$ cat src/hdl/uzs_pkg.sv
package uzs_pkg;

  // Bytes of the zero-width joiner, E2 80 8D.
  localparam logic [7:0] JOIN0 = 8'hE2;
  localparam logic [7:0] JOIN1 = 8'h80;
  localparam logic [7:0] JOIN2 = 8'h8D;

  // Longest burst of results that one input byte can cause: a joiner plus a
  // four-byte code point.
  localparam int unsigned CmdBytes = 7;
  localparam int unsigned CmdIdxW  = $clog2(CmdBytes);
  localparam int unsigned CmdCntW  = $clog2(CmdBytes + 1);

  // Command queue between the front and the back.
  localparam int unsigned QDepth = 4;
  localparam int unsigned QPtrW  = $clog2(QDepth);
  localparam int unsigned QCntW  = $clog2(QDepth + 1);

  typedef enum logic [2:0] {
    ERR_NONE        = 3'd0,
    ERR_STRAY       = 3'd1,
    ERR_BAD_LEAD    = 3'd2,
    ERR_LEAD_JOINER = 3'd3,
    ERR_TRUNC       = 3'd4
  } uzs_err_e;

  // One command: the run of result beats that one input byte releases.
  typedef struct packed {
    logic [CmdBytes-1:0][7:0] bytes;
    logic [CmdCntW-1:0]       count;  // number of beats, 1 to 7
    logic                     start;  // first beat begins a cluster
    logic                     done;   // last beat closes the string
    uzs_err_e                 err;
  } uzs_cmd_t;

endpackage

$ cat src/hdl/uzs_if.sv
interface uzs_in_if;
  logic       valid;
  logic       ready;
  logic [7:0] in_byte;
  logic       end_of_string;

  modport source (output valid, output in_byte, output end_of_string, input ready);
  modport sink   (input valid, input in_byte, input end_of_string, output ready);
endinterface

interface uzs_out_if;
  logic       valid;
  logic       ready;
  logic [7:0] out_byte;
  logic       cluster_start;
  logic       string_done;
  logic       run_last;
  logic [2:0] error_code;

  modport source (output valid, output out_byte, output cluster_start, output string_done,
                  output run_last, output error_code, input ready);
  modport sink   (input valid, input out_byte, input cluster_start, input string_done,
                  input run_last, input error_code, output ready);
endinterface

$ cat src/hdl/uzs_front.sv
module uzs_front
  import uzs_pkg::*;
(
  input  logic     clk_i,
  input  logic     rst_ni,
  uzs_in_if.sink   in_i,
  input  logic     q_full_i,
  output logic     q_push_o,
  output uzs_cmd_t q_cmd_o
);

  logic [2:0][7:0] cp_q;
  logic [2:0]      exp_q, exp_d;
  logic [1:0]      held_q, held_d;
  logic            jp_q, jp_d;
  logic            seen_q, seen_d;

  logic            open_cp;
  logic [2:0]      lead_len;
  uzs_err_e        lead_err;
  logic [2:0]      exp_len;
  logic [1:0]      pos;
  logic [3:0][7:0] cpw;
  logic [2:0]      held_new;
  logic            complete;
  logic            is_joiner;
  logic            cp_we;
  logic            clear;
  uzs_cmd_t        cmd;

  function automatic uzs_cmd_t err_cmd(input uzs_err_e code);
    uzs_cmd_t c;
    c       = '0;
    c.count = CmdCntW'(1);
    c.done  = 1'b1;
    c.err   = code;
    return c;
  endfunction

  assign in_i.ready = !q_full_i;
  assign open_cp    = (exp_q == 3'd0);

  always_comb begin
    lead_len = 3'd0;
    lead_err = ERR_NONE;
    priority if (!in_i.in_byte[7]) begin
      lead_len = 3'd1;
    end else if (in_i.in_byte[7:5] == 3'b110) begin
      lead_len = 3'd2;
    end else if (in_i.in_byte[7:4] == 4'b1110) begin
      lead_len = 3'd3;
    end else if (in_i.in_byte[7:3] == 5'b11110) begin
      lead_len = 3'd4;
    end else if (in_i.in_byte[7:6] == 2'b10) begin
      lead_err = ERR_STRAY;
    end else begin
      lead_err = ERR_BAD_LEAD;
    end
  end

  always_comb begin
    exp_len = open_cp ? lead_len : exp_q;
    pos     = open_cp ? 2'd0 : held_q;
    for (int k = 0; k < 3; k++) begin
      cpw[k] = (pos == 2'(k)) ? in_i.in_byte : cp_q[k];
    end
    cpw[3]    = in_i.in_byte;
    held_new  = {1'b0, pos} + 3'd1;
    complete  = (held_new >= exp_len);
    is_joiner = (exp_len == 3'd3) && (cpw[0] == JOIN0) && (cpw[1] == JOIN1) &&
                (cpw[2] == JOIN2);
  end

  always_comb begin
    q_push_o = 1'b0;
    cmd      = '0;
    exp_d    = exp_q;
    held_d   = held_q;
    jp_d     = jp_q;
    seen_d   = seen_q;
    cp_we    = 1'b0;
    clear    = 1'b0;
    if (in_i.valid && in_i.ready) begin
      if (open_cp && (lead_err != ERR_NONE)) begin
        q_push_o = 1'b1;
        cmd      = err_cmd(lead_err);
        clear    = 1'b1;
      end else if (!complete) begin
        if (in_i.end_of_string) begin
          q_push_o = 1'b1;
          cmd      = err_cmd(ERR_TRUNC);
          clear    = 1'b1;
        end else begin
          exp_d  = exp_len;
          held_d = held_new[1:0];
          cp_we  = 1'b1;
        end
      end else begin
        exp_d  = 3'd0;
        held_d = 2'd0;
        priority if (jp_q && !seen_q) begin
          q_push_o = 1'b1;
          cmd      = err_cmd(ERR_LEAD_JOINER);
          clear    = 1'b1;
        end else if (jp_q) begin
          // The held joiner and this code point join the previous cluster.
          q_push_o     = 1'b1;
          cmd.bytes[0] = JOIN0;
          cmd.bytes[1] = JOIN1;
          cmd.bytes[2] = JOIN2;
          for (int k = 0; k < 4; k++) begin
            cmd.bytes[k+3] = cpw[k];
          end
          cmd.count = CmdCntW'(3'd3 + exp_len);
          cmd.done  = in_i.end_of_string;
          jp_d      = 1'b0;
        end else if (is_joiner) begin
          jp_d = 1'b1;
          if (in_i.end_of_string) begin
            q_push_o     = 1'b1;
            cmd.bytes[0] = JOIN0;
            cmd.bytes[1] = JOIN1;
            cmd.bytes[2] = JOIN2;
            cmd.count    = CmdCntW'(3);
            cmd.start    = 1'b1;
            cmd.done     = 1'b1;
          end
        end else begin
          q_push_o = 1'b1;
          for (int k = 0; k < 4; k++) begin
            cmd.bytes[k] = cpw[k];
          end
          cmd.count = CmdCntW'(exp_len);
          cmd.start = 1'b1;
          cmd.done  = in_i.end_of_string;
          seen_d    = 1'b1;
        end
        if (in_i.end_of_string) begin
          clear = 1'b1;
        end
      end
    end
    if (clear) begin
      exp_d  = 3'd0;
      held_d = 2'd0;
      jp_d   = 1'b0;
      seen_d = 1'b0;
    end
  end

  assign q_cmd_o = cmd;

  always_ff @(posedge clk_i or negedge rst_ni) begin
    if (!rst_ni) begin
      exp_q  <= 3'd0;
      held_q <= 2'd0;
      jp_q   <= 1'b0;
      seen_q <= 1'b0;
    end else begin
      exp_q  <= exp_d;
      held_q <= held_d;
      jp_q   <= jp_d;
      seen_q <= seen_d;
    end
  end

  always_ff @(posedge clk_i) begin
    if (cp_we && (pos != 2'd3)) begin
      cp_q[pos] <= in_i.in_byte;
    end
  end

endmodule

$ cat src/hdl/uzs_queue.sv
module uzs_queue
  import uzs_pkg::*;
(
  input  logic     clk_i,
  input  logic     rst_ni,
  input  logic     push_i,
  input  uzs_cmd_t cmd_i,
  output logic     full_o,
  output logic     valid_o,
  output uzs_cmd_t cmd_o,
  input  logic     pop_i
);

  uzs_cmd_t   slot_q [QDepth];
  logic [QPtrW-1:0] wr_q, rd_q;
  logic [QCntW-1:0] cnt_q, cnt_d;

  assign full_o  = (cnt_q == QCntW'(QDepth));
  assign valid_o = (cnt_q != '0);
  assign cmd_o   = slot_q[rd_q];

  always_comb begin
    cnt_d = cnt_q;
    unique case ({push_i, pop_i})
      2'b10:   cnt_d = cnt_q + QCntW'(1);
      2'b01:   cnt_d = cnt_q - QCntW'(1);
      default: cnt_d = cnt_q;
    endcase
  end

  always_ff @(posedge clk_i or negedge rst_ni) begin
    if (!rst_ni) begin
      wr_q  <= '0;
      rd_q  <= '0;
      cnt_q <= '0;
    end else begin
      cnt_q <= cnt_d;
      if (push_i) begin
        wr_q <= wr_q + QPtrW'(1);
      end
      if (pop_i) begin
        rd_q <= rd_q + QPtrW'(1);
      end
    end
  end

  always_ff @(posedge clk_i) begin
    if (push_i) begin
      slot_q[wr_q] <= cmd_i;
    end
  end

endmodule

$ cat src/hdl/uzs_back.sv
module uzs_back
  import uzs_pkg::*;
(
  input  logic     clk_i,
  input  logic     rst_ni,
  input  logic     q_valid_i,
  input  uzs_cmd_t q_cmd_i,
  output logic     q_pop_o,
  uzs_out_if.source out_o
);

  logic [CmdIdxW-1:0] idx_q, idx_d;
  logic               vld_q;
  logic [7:0]         byte_q;
  logic               start_q, done_q, last_q;
  logic [2:0]         err_q;
  logic               load, adv, last;

  assign load    = !vld_q || out_o.ready;
  assign adv     = load && q_valid_i;
  assign last    = (idx_q == CmdIdxW'(q_cmd_i.count - CmdCntW'(1)));
  assign q_pop_o = adv && last;

  always_comb begin
    idx_d = idx_q;
    if (adv) begin
      idx_d = last ? '0 : idx_q + CmdIdxW'(1);
    end
  end

  always_ff @(posedge clk_i or negedge rst_ni) begin
    if (!rst_ni) begin
      vld_q <= 1'b0;
      idx_q <= '0;
    end else begin
      idx_q <= idx_d;
      if (load) begin
        vld_q <= q_valid_i;
      end
    end
  end

  always_ff @(posedge clk_i) begin
    if (adv) begin
      byte_q  <= q_cmd_i.bytes[idx_q];
      start_q <= q_cmd_i.start && (idx_q == '0);
      done_q  <= last && q_cmd_i.done;
      last_q  <= last;
      err_q   <= q_cmd_i.err;
    end
  end

  assign out_o.valid         = vld_q;
  assign out_o.out_byte      = byte_q;
  assign out_o.cluster_start = start_q;
  assign out_o.string_done   = done_q;
  assign out_o.run_last      = last_q;
  assign out_o.error_code    = err_q;

endmodule

$ cat src/hdl/utf8_zwj_cluster_splitter_core.sv
// UTF-8 cluster splitter with zero-width-joiner joining.
//
// in_i carries one raw byte of a UTF-8 string per beat, with end_of_string
// set on the final byte. out_o carries the bytes back, each marked with
// cluster_start, plus string_done on the last beat of a string and run_last
// on the last beat released by one input byte. An error gives a single
// beat with out_byte zero and a non-zero error_code, and the next byte
// starts a new string.
//
// The front accepts one byte per cycle whenever the four-entry command queue
// has room; bytes of a code point are held until it completes, so one input
// byte releases between none and seven beats. The back sends one beat per
// cycle from its output register while the receiver is ready; a byte that
// completes a code point passes through the queue into that register. Text
// of single-byte code points flows at one byte per cycle in and out while
// the receiver is ready; the back paces longer bursts at one beat per cycle.
//
// Reset clears all string state and empties the queue. When the receiver
// stalls, the output register holds its beat, the queue fills, and the front
// drops in_i.ready once all four queue entries are taken.
module utf8_zwj_cluster_splitter_core
  import uzs_pkg::*;
(
  input  logic      clk_i,
  input  logic      rst_ni,
  uzs_in_if.sink    in_i,
  uzs_out_if.source out_o
);

  logic     q_push, q_full, q_valid, q_pop;
  uzs_cmd_t q_wcmd, q_rcmd;

  // The front tracks the open code point and the held joiner, and turns each
  // byte into at most one command.
  uzs_front u_front (
    .clk_i    (clk_i),
    .rst_ni   (rst_ni),
    .in_i     (in_i),
    .q_full_i (q_full),
    .q_push_o (q_push),
    .q_cmd_o  (q_wcmd)
  );

  uzs_queue u_queue (
    .clk_i   (clk_i),
    .rst_ni  (rst_ni),
    .push_i  (q_push),
    .cmd_i   (q_wcmd),
    .full_o  (q_full),
    .valid_o (q_valid),
    .cmd_o   (q_rcmd),
    .pop_i   (q_pop)
  );

  // The back walks through a command one beat at a time.
  uzs_back u_back (
    .clk_i     (clk_i),
    .rst_ni    (rst_ni),
    .q_valid_i (q_valid),
    .q_cmd_i   (q_rcmd),
    .q_pop_o   (q_pop),
    .out_o     (out_o)
  );

  // A command is only retired when one is present.
  assert property (@(posedge clk_i) disable iff (!rst_ni) q_pop |-> q_valid)
    else $error("queue popped while empty");

  // Every queued command carries between one and seven beats.
  assert property (@(posedge clk_i) disable iff (!rst_ni)
    q_push |-> (q_wcmd.count != '0) && (q_wcmd.count <= CmdCntW'(CmdBytes)))
    else $error("command with bad beat count");

  // An error beat is a lone, empty beat that closes the string.
  assert property (@(posedge clk_i) disable iff (!rst_ni)
    (out_o.valid && (out_o.error_code != ERR_NONE)) |->
      (out_o.out_byte == 8'd0) && !out_o.cluster_start && out_o.string_done &&
      out_o.run_last)
    else $error("malformed error beat");

  // The end of a string is always the end of a run.
  assert property (@(posedge clk_i) disable iff (!rst_ni)
    (out_o.valid && out_o.string_done) |-> out_o.run_last)
    else $error("string_done without run_last");

endmodule

$ cat src/flat_wrapper.sv
// flat-port wrapper written by rule: the top's interface ports become plain ports
module utf8_zwj_cluster_splitter_core_flat import uzs_pkg::*;
  (clk_i, rst_ni, in_i_valid, in_i_in_byte, in_i_end_of_string, in_i_ready, out_o_valid, out_o_out_byte, out_o_cluster_start, out_o_string_done, out_o_run_last, out_o_error_code, out_o_ready);
  uzs_in_if in_i_i ();
  uzs_out_if out_o_i ();
  input  logic clk_i;
  input  logic rst_ni;
  input wire logic [$bits(in_i_i.valid)-1:0] in_i_valid;
  input wire logic [$bits(in_i_i.in_byte)-1:0] in_i_in_byte;
  input wire logic [$bits(in_i_i.end_of_string)-1:0] in_i_end_of_string;
  output wire logic [$bits(in_i_i.ready)-1:0] in_i_ready;
  output wire logic [$bits(out_o_i.valid)-1:0] out_o_valid;
  output wire logic [$bits(out_o_i.out_byte)-1:0] out_o_out_byte;
  output wire logic [$bits(out_o_i.cluster_start)-1:0] out_o_cluster_start;
  output wire logic [$bits(out_o_i.string_done)-1:0] out_o_string_done;
  output wire logic [$bits(out_o_i.run_last)-1:0] out_o_run_last;
  output wire logic [$bits(out_o_i.error_code)-1:0] out_o_error_code;
  input wire logic [$bits(out_o_i.ready)-1:0] out_o_ready;
  assign in_i_i.valid = in_i_valid;
  assign in_i_i.in_byte = in_i_in_byte;
  assign in_i_i.end_of_string = in_i_end_of_string;
  assign in_i_ready = in_i_i.ready;
  assign out_o_valid = out_o_i.valid;
  assign out_o_out_byte = out_o_i.out_byte;
  assign out_o_cluster_start = out_o_i.cluster_start;
  assign out_o_string_done = out_o_i.string_done;
  assign out_o_run_last = out_o_i.run_last;
  assign out_o_error_code = out_o_i.error_code;
  assign out_o_i.ready = out_o_ready;
  utf8_zwj_cluster_splitter_core u_core (.clk_i(clk_i), .rst_ni(rst_ni), .in_i(in_i_i), .out_o(out_o_i));
endmodule
$ cat config.mk
export PLATFORM = sky130hd
export DESIGN_NAME = utf8_zwj_cluster_splitter_core_flat
export DESIGN_NICKNAME = d
export VERILOG_FILES = /design/src/hdl/uzs_pkg.sv /design/src/hdl/uzs_if.sv /design/src/hdl/uzs_front.sv /design/src/hdl/uzs_queue.sv /design/src/hdl/uzs_back.sv /design/src/hdl/utf8_zwj_cluster_splitter_core.sv /design/src/flat_wrapper.sv
export SDC_FILE = /design/constraint.sdc
export NUM_CORES = 1
export LEC_CHECK = 0
export ABC_AREA = 1
export BUFFER_PORTS_ARGS = -buffer_cell sky130_fd_sc_hd__buf_2
export CAP_MARGIN = 25
export CORE_MARGIN = 8
export CORE_UTILIZATION = 60
export DETAILED_ROUTE_END_ITERATION = 10
export GPL_TIMING_DRIVEN = 0
export PLACE_DENSITY = 0.83
export SLEW_MARGIN = 40
export SYNTH_ARGS = -nofsm -noshare
export SYNTH_HDL_FRONTEND = slang
export SYNTH_SLANG_ARGS = --single-unit
export TNS_END_PERCENT = 5
$ cat constraint.sdc
create_clock -name clk_i -period 5.2 [get_ports clk_i]
set_clock_uncertainty 0.1 [all_clocks]
set_input_delay 1.04 -clock clk_i [delete_from_list [all_inputs] [get_ports clk_i]]
set_output_delay 1.04 -clock clk_i [all_outputs]
set_load 0.1 [all_outputs]
Word-level counts from Yosys, hierarchy flattened:

Memory sizes are Yosys's and may differ from the RTL's.
Cells that the tools add are included.

* flip-flop bits (word level): 56
* RAM bits: 256
* input bits: 13
* output and inout bits: 16
* memories: 1

* $add $sub $neg: 8
* $lt $le $gt $ge: 4
* eq/ne operators: 20
* multiplexer cells: 76
* reductions and logical operators: 27

Memory list
* u_core.u_queue.slot_q: depth 4, width 64, read ports 1, clocked after memory_dff 0, write ports 1, RTL line uzs_queue.sv:14 `uzs_cmd_t slot_q [QDepth];`

Operators by type and width (count)
* $mux 64: 3
* $mux 61: 1
* $mux 29: 2
* $mux 8: 6
* $mux 3: 12
* $mux 35: 1
* $mux 1: 34
* $bmux 8 s3: 1
* $bwmux 24: 1
* $eq 8x8->1 const B: 3
* $mux 24: 1
* $mux 2: 11
* $demux 8 s2: 1
* $logic_and 1x1->1: 12
* $add 3x1->3 const B: 2
* $eq 2x2->1 const B: 3
* $eq 3x3->1 const B: 2
* $logic_not 3->1: 2
* $mux 6: 1
* $ne 2x2->1 const B: 3
* $pmux 3 s2: 1
* $reduce_and 6->1: 1
* $reduce_bool 2->1: 3
* $reduce_bool 3->1: 2
* other kinds (20): 26

Depth between registers and ports, before layout:

Gate-level depths: netlist (run 1).

* depth in word-level cells: 18
* depth in mapped cells: 24

By module:

From an unflattened synthesis (run 1), not the netlist that was laid out.

* cells, all modules: 1513
* area, all modules: 14831.7 um^2

Modules (own cells, without submodules)
* uzs_queue: instances 1, cells each 923, area an instance 10880.4 um^2
* uzs_front: instances 1, cells each 406, area an instance 2655.0 um^2
* uzs_back: instances 1, cells each 184, area an instance 1296.2 um^2

Worst setup path after synthesis (run 1):

Ideal clock, no wire load.

* path kind: input to register
* from: input port in_i_in_byte[6]
* to: memory u_core.u_queue.slot_q[0][0] (netlist name), enable pin
* setup time: 0.435 ns
* data arrival time: 4.369 ns
* required time: 4.665 ns
* slack: 0.296 ns
* cell stages on the path: 16
* cell sequence: buf_2 -> nand2_1 -> nor2_1 -> nand2_1 -> nand2_1 -> inv_1 -> ha_1 -> nand3_1 -> and3_1 -> inv_1 -> nand2_2 -> inv_1 -> o21ai_4 -> nand2_2 -> clkinv_2 -> nor2_2

* longest elaborated chain between the ends: 18
* elaborated cells on any way between the ends: 35

RTL lines
* from (decl): RTL line flat_wrapper.sv:9 `input wire logic [$bits(in_i_i.in_byte)-1:0] in_i_in_byte;`
* $eq 5x5->1: RTL line uzs_front.sv:52 `end else if (in_i.in_byte[7:3] == 5'b11110) begin`
* $mux 3: RTL line uzs_front.sv:52
* $mux 3: RTL line uzs_front.sv:50 `end else if (in_i.in_byte[7:4] == 4'b1110) begin`
* $mux 3: RTL line uzs_front.sv:48 `end else if (in_i.in_byte[7:5] == 3'b110) begin`
* $mux 3: RTL line uzs_front.sv:46 `priority if (!in_i.in_byte[7]) begin`
* $mux 3: RTL line uzs_front.sv:62 `exp_len = open_cp ? lead_len : exp_q;`
* $eq 3x2->1: RTL line uzs_front.sv:70 `is_joiner = (exp_len == 3'd3) && (cpw[0] == JOIN0) && (cpw[1] == JOIN1) &&`
* $logic_and 1x1->1 (3 in series): RTL line uzs_front.sv:70
* $mux 1: RTL line uzs_front.sv:117 `end else if (is_joiner) begin`
* $mux 1: RTL line uzs_front.sv:105 `end else if (jp_q) begin`
* $mux 1: RTL line uzs_front.sv:101 `priority if (jp_q && !seen_q) begin`
* $mux 1: RTL line uzs_front.sv:88 `end else if (!complete) begin`
* $mux 1 (*): RTL line uzs_front.sv:84 `if (open_cp && (lead_err != ERR_NONE)) begin`
* $mux 1 (*): RTL line uzs_front.sv:83 `if (in_i.valid && in_i.ready) begin`
* $mux 1 (*): RTL line uzs_queue.sv:48 `if (push_i) begin`
* $mux 1 (implied by the code) (*): RTL line uzs_queue.sv:49 `slot_q[wr_q] <= cmd_i;`
* to (decl): RTL line uzs_queue.sv:14

Every way passes the cells marked *; elsewhere a longest branch is shown, timed or not.

Worst setup path after layout (run 1):

* from: register u_core.u_queue.rd_q[0]
* to: register u_core.u_queue.cnt_q[2]

* longest elaborated chain between the ends: 6
* elaborated cells on any way between the ends: 8

RTL lines
* from (decl): RTL line uzs_queue.sv:15 `logic [QPtrW-1:0] wr_q, rd_q;`
* from (signal assigned): RTL line uzs_queue.sv:42 `rd_q <= rd_q + QPtrW'(1);`
* $mem_v2 4x64 (*)
* $sub 3x1->3 (*): RTL line uzs_back.sv:21 `assign last = (idx_q == CmdIdxW'(q_cmd_i.count - CmdCntW'(1)));`
* $eq 3x3->1 (*): RTL line uzs_back.sv:21
* $logic_and 1x1->1 (*): RTL line uzs_back.sv:22 `assign q_pop_o = adv && last;`
* via u_core.q_pop: RTL line utf8_zwj_cluster_splitter_core.sv:30 `logic q_push, q_full, q_valid, q_pop;`
* $eq 2x1->1 or $eq 2x2->1 (tied branches): RTL line uzs_queue.sv:24 `unique case ({push_i, pop_i})`
* $pmux 3 s2 or $reduce_bool 2->1 (tied branches)
* to (signal assigned): RTL line uzs_queue.sv:37 `cnt_q <= cnt_d;`
* to (decl): RTL line uzs_queue.sv:16 `logic [QCntW-1:0] cnt_q, cnt_d;`

The timed path passes the listed nets; every way through them passes the cells marked *.
A chain may end at the register's enable or synchronous reset.

==> results.md, run 1 <==
* CTS Hold Bufs at 0
* Post-Place Cells at about 1.5k
* Crit-path max FO at 10
* DR pass1 iterations at 6
* Pwr dens at 660 nW/um2
* CTS Buf Count at 30
* Largest net degree at the start of global routing at 20
* Max cap viols at 0
* Flop pwr share at 38.5%
* Clock power frac at 19.9%
* Area growth syn-to-layout at 13.7%
* Area leader, netlist: edfxtp_1
* Worst hold slack at 0.346 ns
* DP Worst Slack at just under 0.6 ns
* Multi-input gate area at 3730 um2
* Adder-Cell Fraction of Synth Area at 1.53%
* Post-Layout Cell Count at 1,586
* Switching share of power at 41.4%
* RSZ-0062 raised after global routing: false
* Die W at 167 um
* ANT cells at 0
* WP data arrival at ~5.0 ns
* YS warnings at 0
* Worst Path Required at approximately 5.5 ns
* Complex-gate fraction of the synthesized area at 11.2%
* Synthesized cell area at between 10,000 and 15,000 um2
* Synthesized area per cell at between 10 and 15 um2
* Cell-internal power at 5.99 mW
* Gate power share at 41.6%
* Synth top cells by count: 294 x edfxtp_1, 209 x nor2_1, 143 x nand2_1, 143 x o21ai_0, 94 x inv_1
* Post-Syn Instances at 1,199
* Root Driver: clkbuf_16
* Post-synthesis xor/xnor area fraction at 0.450%
* Clock buffer depth at 3
* Synth cell types at 44
* PnR worst setup slack at 0.540 ns
* Synth top area share at approximately two thirds
* Post-synthesis sequential area ratio at 68.1%
* Fmax achieved at 215 MHz
* Postcts setup bufs at 0
* Post-DP HPWL at 24.2 mm
* Multiplexer area fraction after synthesis at 0%
* Clock sink total at 312
* Final nets at 1,306
* Initial antenna violation count at 1
* Status: finished clean
* Gr usage total at 25.3%
* Ports at 29
* Input/output buffers at 28
* Worst-Margin Slew at about 0.76 ns
* GR Overflow Total at 0
* Drc violations at 0
* Worst Setup Path Type: reg2reg
* Max-slew violations at 0
* Vertical die dimension at 167 um
* Core ar. at 22,400 um2
* Dominant cells by area after synthesis: edfxtp_1 65%, nor2_1 5.8%, o21ai_0 5.3%
* Post-synth EDFFs at 294
* Slew margin rel. at 48.7%
* CP Launch Type: flop
* Die area at approximately 28,000 um2
* Most common cell in the netlist: edfxtp_1
* Via count at 10.1k
* DR WL/cell at 22.5 um
* Initial core utilization at 60.7%
* Combinational family with the most area after synthesis: simple AND/OR/NAND/NOR gates
* Fin. Hold Viols at 0
* Post-synth ARST share at 5.77%
* Storage cell area at 9280 um2
* Finished Core Util at 69.0%
* Vias in the first global route at about 9.8k
* Synth Area in Simple Gates at 13.8%
* Final setup violation count at 0
* Fillcell total at ~1.4k
* Synthesized Nets at roughly 1.2k
* Tcrit/Tclk final at 89.6%
* Overall routed net length at 35.7 mm
* GP Congestion at 0.928
* Antenna Violating Nets Remaining at 0
* CP endpoint kind: flop
* PostCTS Resize Cnt at 0
* H-tree Lvls at 1
* Share of layout cells above drive strength 1 at 11.0%
* Switching power at 4.23 mW
* Synth Register Bits at between 300 and 400
* DRT iter0 DRCs at 1,601
* Worst-Skew Late Latency at 0.56 ns
* DR vias/cell at 6.37
* FP Rows at 55
* P_leak at 5.74 nW
* CTS tree: yes
* Worst hold path class: in2async
* First-pass GRT wire length at 54.8 mm
* VDD IR max at 0.000438 V
* Primary FF master, synth: edfxtp_1
* Clk slew on worst S/H paths at 0.07 ns
* Crit path time final at 4.66 ns
layer usage:
metal,wire (um),global-route usage (%),share of wire (%),vias up
li1,-,-,-,4422
met1,12800,32.1,36,4757
met2,16600,40.7,47,780
met3,4720,6.10,13,147
met4,1610,11.5,4.5,2
met5,13,0,0.036,-
power groups by stage:
stage          clock network, mW  logic (mW)  registers, mW
2_1_floorplan                  0        2.16           4.39
3_3_place_gp                   0        3.65           4.00
3_5_place_dp                   0        4.09           3.96
4_1_cts                     2.02        4.16           3.92
5_1_grt                     2.12        4.51           3.98
6_report                    2.03        4.25           3.93
placed cells by master (no fill, tap or decap), types with 2 or more instances in the layout:
cell       Yosys  final
clkinv_1       1      8
nand2_2        8      8
o21ai_1        4      4
clkinv_2       1      6
o21ai_0      143    143
inv_2          3      3
buf_4          5      5
buf_8          1      8
nand2_4        2      2
a221oi_1       2      2
nand2_1      143    143
ha_1          15     15
edfxtp_1     294    294
buf_2         18     46
xor2_1         6      6
nand3_1       40     40
o221ai_1      27     27
nor3_1        19     15
a211oi_1       4      4
nor2_1       209    209
nor3_2         0      4
nor2_4         1      5
buf_16         0     11
clkbuf_16      0     31
o22ai_1       32     32
a21oi_1       15     15
o211ai_1      16     16
clkbuf_1      39     51
o21a_1         2      2
dfrtp_1       18     18
nor2_2         8      4
o21ai_4        3      3
inv_1         94     94
nand4_1       12     12
final cells by class:
class	instances	share of cell area, %
sequential	312	60.0
clock buffer	43	5.30
clock inverter	13	0.525
timing repair buffer	46	3.54
tap	285	2.30
inverter	99	2.41
buffer	64	1.89
multi-input combinational	724	24.1
worst paths after layout:
path | slack, ns | depth (start not counted) | end | start
max | 0.54 | 17 | u_core.u_queue.cnt_q[2] | u_core.u_queue.rd_q[0]
min | 0.35 | 1 | u_core.u_back.idx_q[0] | rst_ni
max reg2reg | 0.54 | 17 | u_core.u_queue.cnt_q[2] | u_core.u_queue.rd_q[0]
min reg2reg | 0.39 | 1 | u_core.u_queue.cnt_q[0] | u_core.u_queue.cnt_q[0]
max in group asynchronous | 4.28 | 1 | u_core.u_queue.cnt_q[2] | rst_ni
min in group clk_i | 0.39 | 1 | u_core.u_queue.cnt_q[0] | u_core.u_queue.cnt_q[0]
kinds of logic after synthesis:
family	after synthesis
AO/OA/AOI/OAI	253
AND/OR/NAND/NOR	448
buffers and inverters	163
flip-flops	312
adder cells (fa/ha/maj)	16
XOR/XNOR	7
per-stage QoR:
| step | power [mW] | setup TNS [ns] | area [um2] |
|---|---|---|---|
| final | 10.2 | 0 | 15500 |
| after detailed placement | 8.05 | 0 | 14600 |
| after global routing | 10.6 | 0 | 15500 |
| after floorplan | 6.55 | 0 | 13600 |
| after CTS | 10.1 | 0 | 15500 |
| after global placement | 7.65 | -340.36 | 14100 |
critical path, stage by stage (launching register included):
cell,delay (ns)
dfrtp_1,0.47
buf_2,0.27
buf_2,0.29
buf_2,0.31
buf_2,0.29
nand2_1,0.09
a32o_1,0.29
ha_1,0.20
xor2_1,0.17
xor2_1,0.17
nand4_1,0.30
nor2_2,0.46
ha_1,0.22
inv_1,0.07
fa_1,0.43
a21oi_1,0.15
o21ai_0,0.11
xor2_1,0.15
sequential cells by signal (all words and copies together) (netlist names):
signal	flops
u_core.u_queue.slot_q	256
u_core.u_front.cp_q	24
u_core.u_back.out_o.out_byte	8
u_core.u_back.idx_q	3
u_core.u_back.out_o.error_code	3
u_core.u_front.exp_q	3
u_core.u_queue.cnt_q	3
u_core.u_front.held_q	2
u_core.u_queue.rd_q	2
u_core.u_queue.wr_q	2
u_core.u_back.out_o.cluster_start	1
u_core.u_back.out_o.run_last	1
u_core.u_back.out_o.string_done	1
u_core.u_back.out_o.valid	1
u_core.u_front.jp_q	1
u_core.u_front.seen_q	1
No activity file was read; power rests on OpenSTA's default activity.
==> inputs of run 2 (changes only) <==
--- a/config.mk
+++ b/config.mk
@@ -5,7 +5,6 @@
 export SDC_FILE = /design/constraint.sdc
 export NUM_CORES = 1
 export LEC_CHECK = 0
-export ABC_AREA = 1
 export BUFFER_PORTS_ARGS = -buffer_cell sky130_fd_sc_hd__buf_2
 export CAP_MARGIN = 25
 export CORE_MARGIN = 8
==> run 2 against run 1 <==
Core utilization decreased by 0.29 points; critical path depth decreased by 3; non-clock buffer count decreased by 33; via count decreased by 27%; clock power increased by 8%; combinational power decreased by 24%; routed wire length decreased by 12%; count of clock-buffer cells in the layout decreased by 9; setup slack improved by 0.22 ns; hold slack got worse by 0.032 ns; total power decreased by 10%; global-route usage decreased by 1.9 points; critical path type unchanged.
==> results.md, run 2 <==
* Status: finished clean
* Post-synthesis xor/xnor area fraction at 0.722%
* Crit path max-delay family: buffers and inverters
* YS warnings at 0
* P_leak at 5.27 nW
* Antenna Violating Nets Remaining at 0
* Finished Core Util at 68.7%
* Clock sink total at 312
* Synth top cells by count: 294 x edfxtp_1, 63 x mux4_2, 47 x nor2_1
* Max-slew violations at 0
* Worst-Skew Late Latency at between 0.5 and 0.6 ns
* DP Worst Slack at 0.556 ns
* Fin. Hold Viols at 0
* Synthesized cell area at 13,300 um2
* Worst-Margin Slew at 0.788 ns
* Post-route cell area at roughly 15,000 um2
* DRT iter0 DRCs at 893
* Post-Syn Instances at 738
* Root Driver: clkbuf_16
* DR pass1 iterations at 6
* GR Overflow Total at 0
* Vertical die dimension at 165 um
* Worst hold slack at between 0.3 and 0.4 ns
* Gr usage total at 23.4%
* Synth top area share at between 60% and 70%
* First-pass GRT wire length at 47.2 mm
* Clock buffer depth at 3
* Synth Area in Simple Gates at under 10%
* Fillcell total at 1,295
* Max reg flops at ~260
* Post-synthesis sequential area ratio at 69.5%
* Total power draw at a little over 9 mW
* Slew margin rel. at 47.0%
* R2R Setup Slk at 0.76 ns
* Tcrit/Tclk final at 85.3%
* FP Rows at 54
* Input/output buffers at 28
* Max cap viols at 0
* Pwr dens at between 600 and 700 nW/um2
* Final setup violation count at 0
* Placed inst area at roughly 14,000 um2
* DR vias/cell at 6.69
* Synthesized Nets at 767
* Fmax achieved at approximately 230 MHz
* Post-Layout Cell Count at 1,107
* RSZ-0062 raised after global routing: false
* Crit-path cells: buf_6, clkbuf_4, buf_1, mux4_2, inv_1, ha_1, xnor2_1, nor4_2, ha_1, inv_1, fa_1, xor2_1, nor2_1, xnor2_1
* Primary FF master, synth: edfxtp_1
* PostCTS Resize Cnt at 0
* Die W at between 150 and 200 um
* H-tree Lvls at 1
* CTS tree: yes
* Worst Setup Path Type: reg2reg
* Most common cell in the netlist: edfxtp_1
* CTS Hold Bufs at 0
* Dominant cells by area after synthesis: edfxtp_1 66%, mux4_2 11%, dfrtp_1 3.4%
* Most frequent cells in the layout: 294 x edfxtp_1, 63 x mux4_2, 47 x nor2_1
* ANT cells at 0
* CTS Buf Count at 30
* Vias in the first global route at 7,591
* Crit-path max FO at 10
* Core ar. at 21,800 um2
* Setup TNS Final at 0 ns
* Final nets at 834
* Commonest non-fill, non-tap cell in the layout: edfxtp_1
* Initial core utilization at 61.2%
* Post-DP HPWL at 20.4 mm
* Postcts setup bufs at 0
* Initial antenna violation count at 0
* Combinational family with the most area after synthesis: multiplexers
* WP data arrival at 4.81 ns
* Via count at 7,404
* Synth cell types at between 60 and 70
* PnR worst setup slack at 0.764 ns
* Post-Place Cells at 1,053
* GP Congestion at 0.889
* Synthesized area per cell at 18.1 um2
* Slowest-stage cell, CP: buf_1
* Max incr delay on CP at between 0.6 and 0.7 ns
* Ports at 29
* Post-synth EDFFs at 294
* Share of layout cells above drive strength 1 at 24.1%
* Worst Path Required at 5.57 ns
* DR WL/cell at 28.3 um
* Largest net degree at the start of global routing at 36
* VDD IR max at between 0.0003 and 0.0004 V
* Area growth syn-to-layout at 12.3%
* Area leader, netlist: edfxtp_1
* Die area at 27,300 um2
* Worst hold path class: in2async
* Critical path buffers and inverters at 5
* Drc violations at 0
* Multiplexer area fraction after synthesis at 15.5%
* Post-synth ARST share at 5.77%
* CP endpoint kind: flop
* Adder-Cell Fraction of Synth Area at under 10%
* CP Launch Type: flop
* Complex-gate fraction of the synthesized area at 3.67%
* Synth Register Bits at 312
* Top reg by flops: u_core.u_queue.slot_q
* Clk slew on worst S/H paths at about 0.060 ns
* Crit path time final at 4.44 ns
* Overall routed net length at 31.3 mm
[run 2: worst paths after layout]
kind	from	end	depth (start not counted)
min in group clk_i	u_core.u_back.out_o.valid	u_core.u_back.out_o.valid	2
max in group asynchronous	rst_ni	u_core.u_front.jp_q	1
worst max-delay path	u_core.u_queue.rd_q[1]	u_core.u_queue.cnt_q[2]	14
worst min-delay path	rst_ni	u_core.u_back.idx_q[2]	1
worst max register to register	u_core.u_queue.rd_q[1]	u_core.u_queue.cnt_q[2]	14
worst min register to register	u_core.u_back.out_o.valid	u_core.u_back.out_o.valid	2
[run 2: worst reg2reg max path, cell delays in order (launching register included)]
cell and delay (ns):
dfrtp_1 0.42, buf_6 0.19, clkbuf_4 0.29, buf_1 0.61
mux4_2 0.44, inv_1 0.11, ha_1 0.25, xnor2_1 0.17
nor4_2 0.58, ha_1 0.32, inv_1 0.08, fa_1 0.42
xor2_1 0.15, nor2_1 0.11, xnor2_1 0.13
[run 2: cell type report]
class                   instances  area (um2)  share of cell area (%)
multi-input cells             355        3700                    24.7
flip-flops and latches        312        9280                    61.9
inverters                      29         109                   0.726
well taps                     280         350                    2.34
clock inverters                20         221                    1.48
plain buffers                  42         287                    1.91
clock buffers                  34         766                    5.11
repair buffers                 35         280                    1.87
[run 2: cell families (layout without fill, tap and decap cells)]
kind of cell               Yosys count  in the layout
AOI/OAI and AO/OA                   68             68
muxes                              114            114
and+or+nand+nor                    146            146
buffers and inverters               71            160
adders and majority gates           16             16
xor gates and xnor gates            11             11
DFF                                312            312
[run 2: power by group]
| part | internal [mW] | switching [mW] | total [mW] |
|---|---|---|---|
| clock | 1.30 | 0.901 | 2.20 |
| combinational | 1.23 | 2.01 | 3.24 |
| sequential | 3.52 | 0.204 | 3.72 |
[run 2: per-layer routing]
metal  up-vias  global-route usage, %  part of all wire (%)
met3        70                   4.26                    10
li1       3077                      -                     -
met5         -                      0                     0
met2       515                   38.9                    49
met4         0                   6.59                   2.6
met1      3742                   31.4                    38
==> inputs of run 3 (changes only) <==
--- a/config.mk
+++ b/config.mk
@@ -12,6 +12,7 @@
 export DETAILED_ROUTE_END_ITERATION = 10
 export GPL_TIMING_DRIVEN = 0
 export PLACE_DENSITY = 0.83
+export REMOVE_ABC_BUFFERS = 1
 export SLEW_MARGIN = 40
 export SYNTH_ARGS = -nofsm -noshare
 export SYNTH_HDL_FRONTEND = slang
==> run 3 against run 2 <==
Hold slack gained 0.027 ns; via count shrank 3.4%; clock power shrank 10%; setup slack lost 0.35 ns; cell area shrank 2.1%; largest cell class unchanged.
==> results.md, run 3 (same netlist as run 2, synthesis figures left out) <==
* Ports at 29
* R2r worst-path depth at 13
* Max reg flops at about 260
* First-pass GRT wire length at 42.3 mm
* Initial antenna violation count at 1
* Worst Path Required at roughly 5.4 ns
* Clock sink total at 312
* CP Launch Type: input pin
* CTS Buf Count at 30
* CTS tree: yes
* Crit path to: u_core.u_queue.slot_q[3][12]
* Die W at 165 um
* FP Rows at 54
* PostCTS Resize Cnt at 0
* Root Driver: clkbuf_16
* Die area at 27,300 um2
* DR vias/cell at between 6 and 7
* Post-DP HPWL at 17.0 mm
* Gr usage total at 20.6%
* R2R Setup Slk at 0.56 ns
* Final setup violation count at 0
* Total power draw at 8.68 mW
* DP Worst Slack at -0.00720 ns
* Clk slew on worst S/H paths at 0.06 ns
* P_leak at slightly above 5 nW
* Largest net degree at the start of global routing at 35
* Initial core utilization at 61.2%
* Worst R2R End: u_core.u_queue.slot_q[3][12]
* Max cap viols at 0
* GR Overflow Total at 0
* PnR worst setup slack at 0.418 ns
* Multi-input gate area at 3700 um2
* Status: finished clean
* Storage cell area at 9290 um2
* Worst Setup Path Type: in2reg
* H-tree Lvls at 1
* CTS Hold Bufs at 0
* Fin. Hold Viols at 0
* Worst-Margin Slew at 0.868 ns
* Core ar. at about 22,000 um2
* Share of layout cells above drive strength 1 at 22.0%
* CP endpoint kind: flop
* Vias in the first global route at 7,350
* Crit path time final at 4.78 ns
* Postcts setup bufs at 0
* WP data arrival at 4.97 ns
* Commonest non-fill, non-tap cell in the layout: edfxtp_1
* CP startpoint: in_i_in_byte[7]
* Clock buffer depth at 3
* Crit-path max FO at 15
* Antenna Violating Nets Remaining at 0
* Overall routed net length at 27.7 mm
* Most frequent cells in the layout: 294 x edfxtp_1, 63 x mux4_2, 47 x nor2_1
* Worst hold path class: in2async
* Tcrit/Tclk final at between 90% and 100%
* VDD IR max at between 0.0005 and 0.0006 V
* Area growth syn-to-layout at 9.93%
* Via count at 7,149
* Input/output buffers at 28
* DR pass1 iterations at 5
* DRT iter0 DRCs at 841
* Worst r2r src: u_core.u_front.exp_q[1]
* GP Congestion at 0.894
* Slew margin rel. at 41.3%
* Top reg by flops: u_core.u_queue.slot_q
* Vertical die dimension at ~170 um
* Drc violations at 0
* RSZ-0062 raised after global routing: false
* ANT cells at 0
* Worst-Skew Late Latency at 0.54 ns
* Fillcell total at 1,340
* Finished Core Util at 67.2%
* DR WL/cell at 26.0 um
* Fmax achieved at 209 MHz
* Max-slew violations at 0
* Pwr dens at between 500 and 600 nW/um2
* Final nets at 795
* Worst hold slack at 0.341 ns
==> run 3: final cells by class <==
type | count | area share (%)
multi-input combinational | 355 | 25.2
sequential | 312 | 63.3
clock inverter | 11 | 0.324
clock buffer | 43 | 5.73
tap | 280 | 2.39
inverter | 29 | 0.742
timing repair buffer | 38 | 2.26
==> run 3: routing by layer <==
metal  global-route usage [%]  part of all wire [%]  routed length, um
met4                     9.54                   4.4               1220
met5                        0                 0.040                 11
met3                     3.82                   8.3               2300
met2                     33.4                    50              13700
met1                     26.8                    38              10500
==> run 3: critical path, stage by stage <==
cell and delay [ns]:
buf_2 0.24, nor4b_2 0.45, a31oi_1 0.28, ha_1 0.35, nand2_1 0.06, o21ai_1 0.39, nand2_1 0.34, nor3_4 0.57
buf_6 0.25, nand3_2 0.43, a21oi_1 0.55
==> run 3: how the worst min path moves through the flow <==
| stage | endpoint | cells past startpoint |
|---|---|---|
| final | u_core.u_back.out_o.valid | 1 |
| after global routing | u_core.u_back.out_o.valid | 1 |
| after CTS | u_core.u_back.out_o.valid | 1 |
| after detailed placement | u_core.u_back.out_o.valid | 2 |
| after global placement | u_core.u_back.out_o.valid | 2 |
| after floorplan | u_core.u_front.seen_q | 2 |
==> run 3: stage by stage <==
step,TNS (ns),std cells,area (um2)
2_1_floorplan,-0.200,696,13100
3_3_place_gp,-360.33,1004,13600
3_5_place_dp,-0.0286,1014,13800
4_1_cts,0,1068,14700
5_1_grt,0,1068,14700
6_report,0,1068,14700
==> run 3: report_power, final <==
| group | total [mW] | internal [mW] | switching [mW] |
|---|---|---|---|
| Clock | 1.97 | 1.11 | 0.854 |
| Sequential | 3.81 | 3.53 | 0.283 |
| Combinational | 2.91 | 1.15 | 1.76 |
